$ cat config.mk
export PLATFORM = sky130hd
export DESIGN_NAME = q2e_isqrt
export DESIGN_NICKNAME = d
export VERILOG_FILES = /design/src/rtl/q2e_pkg.sv /design/src/rtl/q2e_isqrt.sv
export SDC_FILE = /design/constraint.sdc
export NUM_CORES = 2
export LEC_CHECK = 0
export BUFFER_PORTS_ARGS = -buffer_cell sky130_fd_sc_hd__buf_2
export CORE_AREA = 2 2 373 375
export DETAILED_ROUTE_END_ITERATION = 16
export DIE_AREA = 0 0 375 377
export PLACE_DENSITY = 0.57
export SLEW_MARGIN = 20
export SYNTH_ARGS = -nofsm -noshare
export SYNTH_HDL_FRONTEND = slang
export SYNTH_SLANG_ARGS = --single-unit
$ cat constraint.sdc
create_clock -name clk -period 21.1 [get_ports clk]
set_input_delay 2.11 -clock clk [delete_from_list [all_inputs] [get_ports clk]]
set_output_delay 2.11 -clock clk [all_outputs]
set_load 0.005 [all_outputs]
$ cat src/rtl/q2e_pkg.sv
// Package: widths, types and tables for the quaternion to Euler converter
`default_nettype none
package q2e_pkg;
  localparam int QW = 16;
  localparam int VW = 36;
  localparam int AW = 25;
  localparam int SW = 62;
  localparam int TABLE_LEN = 24;
  localparam int DEF_CORDIC_STAGES = 16;
  localparam logic signed [AW-1:0] DEG90 = AW'(90 <<< 16);
  localparam logic signed [VW-1:0] ONE_Q30 = VW'(64'sd1 <<< 30);

  typedef struct packed {
    logic signed [QW-1:0] quat_w;
    logic signed [QW-1:0] quat_x;
    logic signed [QW-1:0] quat_y;
    logic signed [QW-1:0] quat_z;
  } quat_t;

  typedef struct packed {
    logic signed [15:0] angle_x_deg;
    logic signed [14:0] angle_y_deg;
    logic signed [15:0] angle_z_deg;
    logic               asin_clamped;
  } euler_t;

  typedef struct packed {
    logic signed [VW-1:0] x;
    logic signed [VW-1:0] y;
    logic signed [AW-1:0] ang;
  } vec_t;

  function automatic logic signed [AW-1:0] atan_tab(input int i);
    int v;
    case (i)
      0: v = 2949120;  1: v = 1740967;  2: v = 919879;  3: v = 466945;
      4: v = 234379;   5: v = 117266;   6: v = 58666;   7: v = 29335;
      8: v = 14668;    9: v = 7334;     10: v = 3667;   11: v = 1833;
      12: v = 917;     13: v = 458;     14: v = 229;    15: v = 115;
      16: v = 57;      17: v = 29;      18: v = 14;     19: v = 7;
      20: v = 4;       21: v = 2;       22: v = 1;
      default: v = 0;
    endcase
    return AW'(v);
  endfunction

  // Pre-rotation into the right half plane
  function automatic vec_t pre_rot(input logic signed [VW-1:0] y,
                                   input logic signed [VW-1:0] x);
    vec_t v;
    v.x = x; v.y = y; v.ang = '0;
    if (x < 0) begin
      if (y >= 0) begin
        v.x = y; v.y = -x; v.ang = DEG90;
      end else begin
        v.x = -y; v.y = x; v.ang = -DEG90;
      end
    end
    return v;
  endfunction

  function automatic vec_t cordic_step(input vec_t v, input int i);
    vec_t r;
    logic signed [VW-1:0] xs, ys;
    xs = v.x >>> i;
    ys = v.y >>> i;
    if (v.y > 0) begin
      r.x = v.x + ys; r.y = v.y - xs; r.ang = v.ang + atan_tab(i);
    end else begin
      r.x = v.x - ys; r.y = v.y + xs; r.ang = v.ang - atan_tab(i);
    end
    return r;
  endfunction

  function automatic logic signed [15:0] deg_q7(input logic signed [AW-1:0] a,
                                                input logic signed [15:0] lim);
    logic signed [AW:0] t;
    logic signed [AW-9:0] v;
    t = {a[AW-1], a} + (AW+1)'(256);
    v = t[AW:9];
    if (v > lim) v = (AW-8)'(lim);
    if (v < -lim) v = -((AW-8)'(lim));
    return v[15:0];
  endfunction
endpackage
`default_nettype wire

$ cat src/rtl/q2e_isqrt.sv
// Pipelined integer square root, four result bits per stage
`default_nettype none
module q2e_isqrt (
  input  wire logic                     clk,
  input  wire logic                     en,
  input  wire logic [q2e_pkg::SW-1:0]   rad,
  output logic      [q2e_pkg::VW-1:0]   root
);
  import q2e_pkg::*;
  localparam int NS = 8;
  localparam int BITS = 32;
  logic [SW-1:0] n_r [NS+1];
  logic [BITS-1:0] q_r [NS+1];

  always_comb begin
    n_r[0] = rad;
    q_r[0] = '0;
  end

  for (genvar s = 0; s < NS; s++) begin : g_st
    logic [SW-1:0] n_nxt;
    logic [BITS-1:0] q_nxt;
    always_comb begin
      logic [SW:0] tr;
      n_nxt = n_r[s];
      q_nxt = q_r[s];
      for (int k = 0; k < 4; k++) begin
        tr = {1'b0, n_nxt} - (((SW+1)'(q_nxt) << 2 | (SW+1)'(1))
              << (2*(BITS-1-(4*s+k))));
        if (!tr[SW]) begin
          n_nxt = tr[SW-1:0];
          q_nxt = (q_nxt << 1) | BITS'(1);
        end else begin
          q_nxt = q_nxt << 1;
        end
      end
    end
    always_ff @(posedge clk) begin
      if (en) begin
        n_r[s+1] <= n_nxt;
        q_r[s+1] <= q_nxt;
      end
    end
  end
  assign root = VW'(q_r[NS]);
endmodule
`default_nettype wire

==> impl_results.md <==
* Sequential share of the synthesized area at 27.9%
* Number of synthesized flops with an enable pin at 570
* Syn Area/Cell at 8.23 um2
* Die area at 141,000 um2
* Slew headroom at 27.4%
* Ys async rst share at 0%
* Antenna cells at 0
* Total negative slack at 0 ns
* Die Y at 377 um
* Synth Instances at 7,447
* Port bufs at 94
* Post-synth top area cell: edfxtp_1
* CTS Buf Count at 71
* GP Congestion at 0.935
* Starting density of the core at 44.8%
* Ratio of cells with drive above 1 in the final layout at 6.32%
* DR pass1 iterations at 6
* Synthesized area at 61,300 um2
* CTS H-Tree Depth at 3
* Fmax at 63.8 MHz
* RSZ-0062 raised after global routing: false
* Most frequent cell after synthesis: nor2_1
* Area Growth Syn to Fin at 7.07%
* Fin Clk Skew at 0.0439 ns
* CTS Hold Bufs at 0
* Final core occ at 47.9%
* DR WL/cell at 22.1 um
* Max-Cap Viols at 0
* Main synth FF type: edfxtp_1
* Cell Rows at 136
* Initial antenna violation count at 10
* Min-delay worst type: register to register
* CTS tree: done
* Chip width at 375 um
* Postcts setup bufs at 0
* Status: finished, final reports clean
* Post-synthesis adder-cell area fraction at 10.1%
* Num ports at 100
* Synth top area cells: edfxtp_1, ha_1, xnor2_1
* Vias at 56,700
* Required time of the worst setup path at 21.52 ns
* Slew Limit Fails at 0
* CP peak stage delay at 0.88 ns
* Synth Area in Simple Gates at 22.1%
* Critical path arrival at 16.10 ns
* Detail Route Antenna Nets at 0
* Clock sinks at 570
* Setup-failing EPs final at 0
* Tcrit/Tclk final at 74.3%
* Synth Area in Compound Gates at 24.0%
* Worst hold slack at 0.409 ns
* Largest family of logic cells by synthesized area: compound AO/OA/AOI/OAI gates
* GRT overflow at 0
* Total wire length after detailed routing at 205,000 um
* Netlist cell types at 114
* Minimum clock period at 15.68 ns
* Post-Synth XOR/XNOR Area at 10.2%
* Crit path launch type: register
* Core ar. at 137,000 um2
* Post_cts resized at 0
* Gr usage total at 27.9%
* Dpl cell area at 63,300 um2
* Vias/cell at 6.13
* Vias in the first global route at 53,200
* Mux cell area share after synthesis at 1.84%
* Final instance area at 65,600 um2
* First-pass GRT wire length at 311,000 um
* # DRC at 0
* Final Hold Fails at 0
* Slowest CP cell: a211oi_1
* Clock slew at reported path FFs at 0.06 ns
* Worst Setup Path Type: register to register
* Slew @ Worst Pin at 1.09 ns
* DRT iter0 DRCs at 4,749
* Clock root cell: clkbuf_16
* Layout Nets at 7,952
* Critical Path Most Common Cell: a21o_1
* Largest net degree at the start of global routing at 145
* Clk_lat worst skew at 0.69 ns
* Ys Warns at 0
* Top cell types by occurrence after synthesis: nor2_1, a21oi_1, nand2_1, edfxtp_1, ha_1
* Worst Setup End Kind: register
* Synth top area share at 27.9%
* Register bit total from synthesis at 570
* Clk buf depth at 3
* Dpl hpwl at 165,000 um
* Max FO, Critical Path at 59
==> cell type report <==
type / instances / area, um2
Timing Repair Buffer: 133 / 786
Clock inverter: 43 / 439
Fill cell: 13300 / 71300
Multi-Input combinational cell: 6269 / 41900
Inverter: 350 / 1310
Tap cell: 1794 / 2240
Sequential cell: 570 / 17100
Clock buffer: 85 / 1870
==> flip-flops by register name, indices dropped and copies added, names as in the netlist <==
register,flops
n_r,434
root,31
q_r,105
==> final timing paths <==
path	startpoint	end	slack [ns]	cells after the start
max	q_r[74]$_DFFE_PP_	n_r[122]$_DFFE_PP_	5.42	51
min reg2reg	n_r[254]$_DFFE_PP_	n_r[192]$_DFFE_PP_	0.41	0
min	n_r[254]$_DFFE_PP_	n_r[192]$_DFFE_PP_	0.41	0
max reg2reg	q_r[74]$_DFFE_PP_	n_r[122]$_DFFE_PP_	5.42	51
==> kinds of logic (layout without fill, tap and decap cells) <==
group,after synthesis,after routing
simple gates,2692,2692
compound gates,2260,2260
xor+xnor,715,715
buf+inv,612,611
flops,570,570
fa+ha+maj,493,493
mux,104,104
other cells,1,5
==> routing by layer <==
layer	track usage (%)	vias up	share of wire (%)	wire, um
met1	37.0	26900	44	90600
met3	3.19	333	5.5	11200
met5	0	-	0.016	33
met4	9.89	4	3.5	7190
li1	-	27700	-	-
met2	46.9	1726	47	95600
==> cells in the final DEF (no fill, tap or decap), types with 210 or more instances in the layout <==
cell / count
nor2_1: 761
xor2_1: 266
a21o_1: 292
nor3_1: 210
xnor2_1: 448
nand2_1: 589
inv_1: 339
a21oi_1: 756
edfxtp_1: 570
o21ai_0: 360
ha_1: 493
==> stage by stage <==
step                instances  setup WS [ns]
global route             9244           4.32
floorplan                7451           8.18
detailed placement       9116           5.83
finish                   9244           5.42
CTS                      9244           5.74
global placement         9116           6.20
==> critical path: cells and delay by family, from the launching register on <==
family,cells,cell delay [ns]
compound gates,24,5.81
simple gates,17,5.29
buf+inv,5,1.99
fa+ha+maj,4,1.60
flops,1,0.38
xor+xnor,1,0.18
Power is not shown: default switching activity piles up to over one toggle a cycle in this logic, so the estimate is an artifact.
