File: src/rtl/q2e_pkg.sv
// Package: widths, types and tables for the quaternion to Euler converter
`default_nettype none
package q2e_pkg;
  localparam int QW = 16;
  localparam int VW = 36;
  localparam int AW = 25;
  localparam int SW = 62;
  localparam int TABLE_LEN = 24;
  localparam int DEF_CORDIC_STAGES = 16;
  localparam logic signed [AW-1:0] DEG90 = AW'(90 <<< 16);
  localparam logic signed [VW-1:0] ONE_Q30 = VW'(64'sd1 <<< 30);

  typedef struct packed {
    logic signed [QW-1:0] quat_w;
    logic signed [QW-1:0] quat_x;
    logic signed [QW-1:0] quat_y;
    logic signed [QW-1:0] quat_z;
  } quat_t;

  typedef struct packed {
    logic signed [15:0] angle_x_deg;
    logic signed [14:0] angle_y_deg;
    logic signed [15:0] angle_z_deg;
    logic               asin_clamped;
  } euler_t;

  typedef struct packed {
    logic signed [VW-1:0] x;
    logic signed [VW-1:0] y;
    logic signed [AW-1:0] ang;
  } vec_t;

  function automatic logic signed [AW-1:0] atan_tab(input int i);
    int v;
    case (i)
      0: v = 2949120;  1: v = 1740967;  2: v = 919879;  3: v = 466945;
      4: v = 234379;   5: v = 117266;   6: v = 58666;   7: v = 29335;
      8: v = 14668;    9: v = 7334;     10: v = 3667;   11: v = 1833;
      12: v = 917;     13: v = 458;     14: v = 229;    15: v = 115;
      16: v = 57;      17: v = 29;      18: v = 14;     19: v = 7;
      20: v = 4;       21: v = 2;       22: v = 1;
      default: v = 0;
    endcase
    return AW'(v);
  endfunction

  // Pre-rotation into the right half plane
  function automatic vec_t pre_rot(input logic signed [VW-1:0] y,
                                   input logic signed [VW-1:0] x);
    vec_t v;
    v.x = x; v.y = y; v.ang = '0;
    if (x < 0) begin
      if (y >= 0) begin
        v.x = y; v.y = -x; v.ang = DEG90;
      end else begin
        v.x = -y; v.y = x; v.ang = -DEG90;
      end
    end
    return v;
  endfunction

  function automatic vec_t cordic_step(input vec_t v, input int i);
    vec_t r;
    logic signed [VW-1:0] xs, ys;
    xs = v.x >>> i;
    ys = v.y >>> i;
    if (v.y > 0) begin
      r.x = v.x + ys; r.y = v.y - xs; r.ang = v.ang + atan_tab(i);
    end else begin
      r.x = v.x - ys; r.y = v.y + xs; r.ang = v.ang - atan_tab(i);
    end
    return r;
  endfunction

  function automatic logic signed [15:0] deg_q7(input logic signed [AW-1:0] a,
                                                input logic signed [15:0] lim);
    logic signed [AW:0] t;
    logic signed [AW-9:0] v;
    t = {a[AW-1], a} + (AW+1)'(256);
    v = t[AW:9];
    if (v > lim) v = (AW-8)'(lim);
    if (v < -lim) v = -((AW-8)'(lim));
    return v[15:0];
  endfunction
endpackage
`default_nettype wire

File: src/rtl/q2e_cordic.sv
// Pipelined vectoring CORDIC giving atan2 in degrees Q.16
`default_nettype none
module q2e_cordic #(
  parameter int CORDIC_STAGES = q2e_pkg::DEF_CORDIC_STAGES
) (
  input  wire logic                    clk,
  input  wire logic                    en,
  input  wire logic [q2e_pkg::VW-1:0]  y_in,
  input  wire logic [q2e_pkg::VW-1:0]  x_in,
  output logic      [q2e_pkg::AW-1:0]  ang
);
  import q2e_pkg::*;
  localparam int NI = (CORDIC_STAGES < TABLE_LEN) ? CORDIC_STAGES : TABLE_LEN;
  localparam int NS = (NI + 1) / 2;
  vec_t v_r [NS+1];
  logic zero_r [NS+1];

  always_ff @(posedge clk) begin
    if (en) begin
      v_r[0] <= pre_rot(y_in, x_in);
      zero_r[0] <= (x_in == '0) && (y_in == '0);
    end
  end

  for (genvar s = 0; s < NS; s++) begin : g_st
    vec_t v_nxt;
    always_comb begin
      v_nxt = v_r[s];
      for (int k = 0; k < 2; k++) begin
        if (2*s + k < NI) v_nxt = cordic_step(v_nxt, 2*s + k);
      end
    end
    always_ff @(posedge clk) begin
      if (en) begin
        v_r[s+1] <= v_nxt;
        zero_r[s+1] <= zero_r[s];
      end
    end
  end
  assign ang = zero_r[NS] ? '0 : v_r[NS].ang;
endmodule
`default_nettype wire

File: config.mk
export PLATFORM = sky130hd
export DESIGN_NAME = q2e_cordic
export DESIGN_NICKNAME = d
export VERILOG_FILES = /design/src/rtl/q2e_pkg.sv /design/src/rtl/q2e_cordic.sv
export SDC_FILE = /design/constraint.sdc
export NUM_CORES = 2
export LEC_CHECK = 0
export ABC_AREA = 0
export BUFFER_PORTS_ARGS = -buffer_cell sky130_fd_sc_hd__buf_2
export CORE_ASPECT_RATIO = 0.9
export CORE_UTILIZATION = 60
export CTS_CLUSTER_SIZE = 40
export DETAILED_ROUTE_END_ITERATION = 8
export GPL_TIMING_DRIVEN = 1
export PLACE_DENSITY = 0.79
export SLEW_MARGIN = 20
export SYNTH_ARGS = -nofsm -noshare
export SYNTH_HDL_FRONTEND = slang
export SYNTH_SLANG_ARGS = --single-unit
File: constraint.sdc
create_clock -name clk -period 10.38 [get_ports clk]
set_clock_uncertainty 0.15 [all_clocks]
set_input_delay 2.076 -clock clk [delete_from_list [all_inputs] [get_ports clk]]
set_output_delay 2.076 -clock clk [all_outputs]
set_load 0.02 [all_outputs]
==> impl_metrics.json <==
{
  "synth.cell_area_sq_mm": 0.1089,
  "place_hpwl_um": 290600,
  "crit_slowest_cell": "or4_1",
  "clock_latency_ns": 0.75,
  "synthCells": 13470,
  "die_y_um": 406.2,
  "rsz0062_at_grt": "yes",
  "clock-sinks": 752,
  "maxCapViolCount": 0,
  "min_period_over_period_pct": 97.46,
  "io_pins": 99,
  "critPathRequiredTime_ns": 10.68,
  "diodes": 0,
  "tightest_slew_ns": 1.295,
  "synth-simple-area-share_pct": 18.82,
  "period_minus_slack_ns": 10.12,
  "post_synth.cell_area_avg_sq_um": 8.088,
  "critical_path.endpoint_type": "flop",
  "grt_pass1_wl_um": 556300,
  "post_drt_wl_per_cell_um": 21.16,
  "grt_max_degree": 149,
  "area_growth_pct": 14.21,
  "die-area_sq_mm": 0.1833,
  "antenna_found_initial": 8,
  "drtPass1Iterations": 9,
  "worstSetupPathType": "reg -> reg",
  "initialDrtViolationCount": 11373,
  "die_w_um": 451.2,
  "synthXorXnorAreaFrac_pct": 15.03,
  "vias": 108784,
  "htree_levels": 3,
  "ys_ff_latch": 752,
  "fmax_mhz": 98.85,
  "slew_headroom_pct": 12.90,
  "synthTopCellsByCount": "1421 x ha_1, 1332 x a21oi_1, 1253 x nor2_1",
  "final_antenna_net_count": 0,
  "fin_ws_ns": 0.2636,
  "synth_cell_type_count": 112,
  "synth_compound_area_share_pct": 24.37,
  "netlist_top_cells_area": "edfxtp_1 21%, ha_1 16%, xnor2_1 9.8%",
  "synth_top_family_by_area": "compound AO/OA/AOI/OAI gates",
  "cp.arrival_ns": 10.42,
  "fin_setup_tns_ns": 0,
  "violations": "DRC",
  "yosysMostFrequentCell": "ha_1",
  "ys_async_sr_fraction_pct": 0,
  "path_clk_slew_ns": 0.06,
  "fin_cells": 16940,
  "finalMaxSlewViolations": 0,
  "grt_overflow_total": 0,
  "start_util_pct": 60.75,
  "ys_seq_area_share_pct": 20.73,
  "start_kind": "flop",
  "hold_path.class": "reg -> reg",
  "max_stage_delay_ns": 0.60,
  "setup_viol": 0,
  "status": "finished, violations left",
  "numCtsBuffers": 88,
  "gp_congestion": 1.059,
  "drcViolationCount": 7,
  "fin_nets": 16018,
  "post_drt_via_cell_ratio": 6.422,
  "yosys.area.top_type": "edfxtp_1",
  "yosys.area_share.adder_pct": 17.06,
  "reg2reg_slack_ns": 0.26,
  "cts_tree": "yes",
  "core_area_sq_mm": 0.1793,
  "synth_mux_area_share_pct": 0.5524,
  "drive_above_1_share_pct": 12.10,
  "grt_util_all_layers_pct": 37.36,
  "synth_top_flop_cell": "edfxtp_1",
  "synth_edf_count": 752,
  "io_buffers": 97,
  "synth_nets": 15005,
  "wl_um": 358400,
  "dpl_worst_slack_ns": -0.3353,
  "grt_pass1_vias": 102927,
  "synth_warnings": 0,
  "dp_cells": 16731,
  "synth_top_area_share_pct": 20.73,
  "critPathMostFrequentCell": "buf_4",
  "critical_path_peak_fanout": 15,
  "clockBufferDepth": 3,
  "rows": 147,
  "root_buffer": "clkbuf_16",
  "hold_viol": 0
}
routing by layer:
layer / GRT usage, % / wire length (um)
met1: 50.20 / 153300
met2: 59.23 / 158200
met4: 11.07 / 10900
met5: 0 / 27
met3: 8.920 / 35990
cells by family (layout without fill, tap and decap cells):
group / Yosys count / count (layout)
flip-flops: 752 / 752
buffers and inverters: 981 / 2067
XOR/XNOR: 1867 / 1867
AO/OA/AOI/OAI: 4191 / 4191
adder cells (fa/ha/maj): 1461 / 1461
multiplexers: 59 / 59
AND/OR/NAND/NOR: 4158 / 4158
other: 1 / 1
state kept, by name, summed over array words and instances, names as in the netlist:
| name | flops |
|---|---|
| v_r | 743 |
| zero_r | 9 |
worst max-delay path: cells and delay by family (launching register included):
kind                       cells  cell delay [ns]
adders and majority gates      2             0.65
AOI/OAI and AO/OA             19             3.78
and+or+nand+nor               12             3.29
xor gates and xnor gates       2             0.32
buffers and inverters          7             1.22
DFF                            1             0.42
path summary, 6_finish.rpt:
check | startpoint | endpoint | depth (start not counted)
max | v_r[0][342] | v_r[0][448] | 42
min | zero_r[0][2] | zero_r[0][3] | 0
max reg2reg | v_r[0][342] | v_r[0][448] | 42
min reg2reg | zero_r[0][2] | zero_r[0][3] | 0
what timing repair did:
item	in CTS	in global routing
pin swaps	4	99
endpoints found under the setup margin	49	183
setup buffers	2	45
gates resized for setup	44	284
gates cloned	0	0
hold buffers	0	0
cell type report:
cell class,count,area (sq um)
Multi-Input combinational cell,11737,84010
Fill cell,14445,54910
Timing Repair Buffer,1219,9138
Sequential cell,752,22580
Inverter,685,2586
Clock buffer,98,2261
Tap cell,2384,2983
Clock inverter,65,862.1
layout by cell type, fill, tap and decap left out, types with 112 or more instances in the layout:
| cell type | instances |
|---|---|
| a211oi_1 | 116 |
| a21o_1 | 482 |
| xnor2_1 | 1205 |
| a31oi_1 | 119 |
| nand2_1 | 830 |
| o31ai_1 | 176 |
| o21bai_1 | 165 |
| a21oi_1 | 1302 |
| buf_4 | 1091 |
| o21a_1 | 209 |
| edfxtp_1 | 752 |
| o21ai_0 | 782 |
| nor2b_1 | 211 |
| inv_1 | 661 |
| xor2_1 | 646 |
| nor2_1 | 1246 |
| nor3_1 | 385 |
| nand3_1 | 279 |
| and3_1 | 134 |
| ha_1 | 1408 |
| nand2b_1 | 206 |
| nor4_1 | 118 |
| or3_1 | 144 |
| nand4_1 | 112 |
stage by stage:
step / utilization [%] / area [sq um] / hold slack [ns]
floorplan: - / 109000 / 0.2503
global placement: 66.67 / 119600 / 0.2533
detailed placement: 66.69 / 119600 / 0.2622
CTS: 68.52 / 122900 / 0.2773
global route: 69.38 / 124400 / 0.2875
finish: 69.38 / 124400 / 0.2751
Power is not shown: default switching activity piles up to over one toggle a cycle in this logic, so the estimate is an artifact.
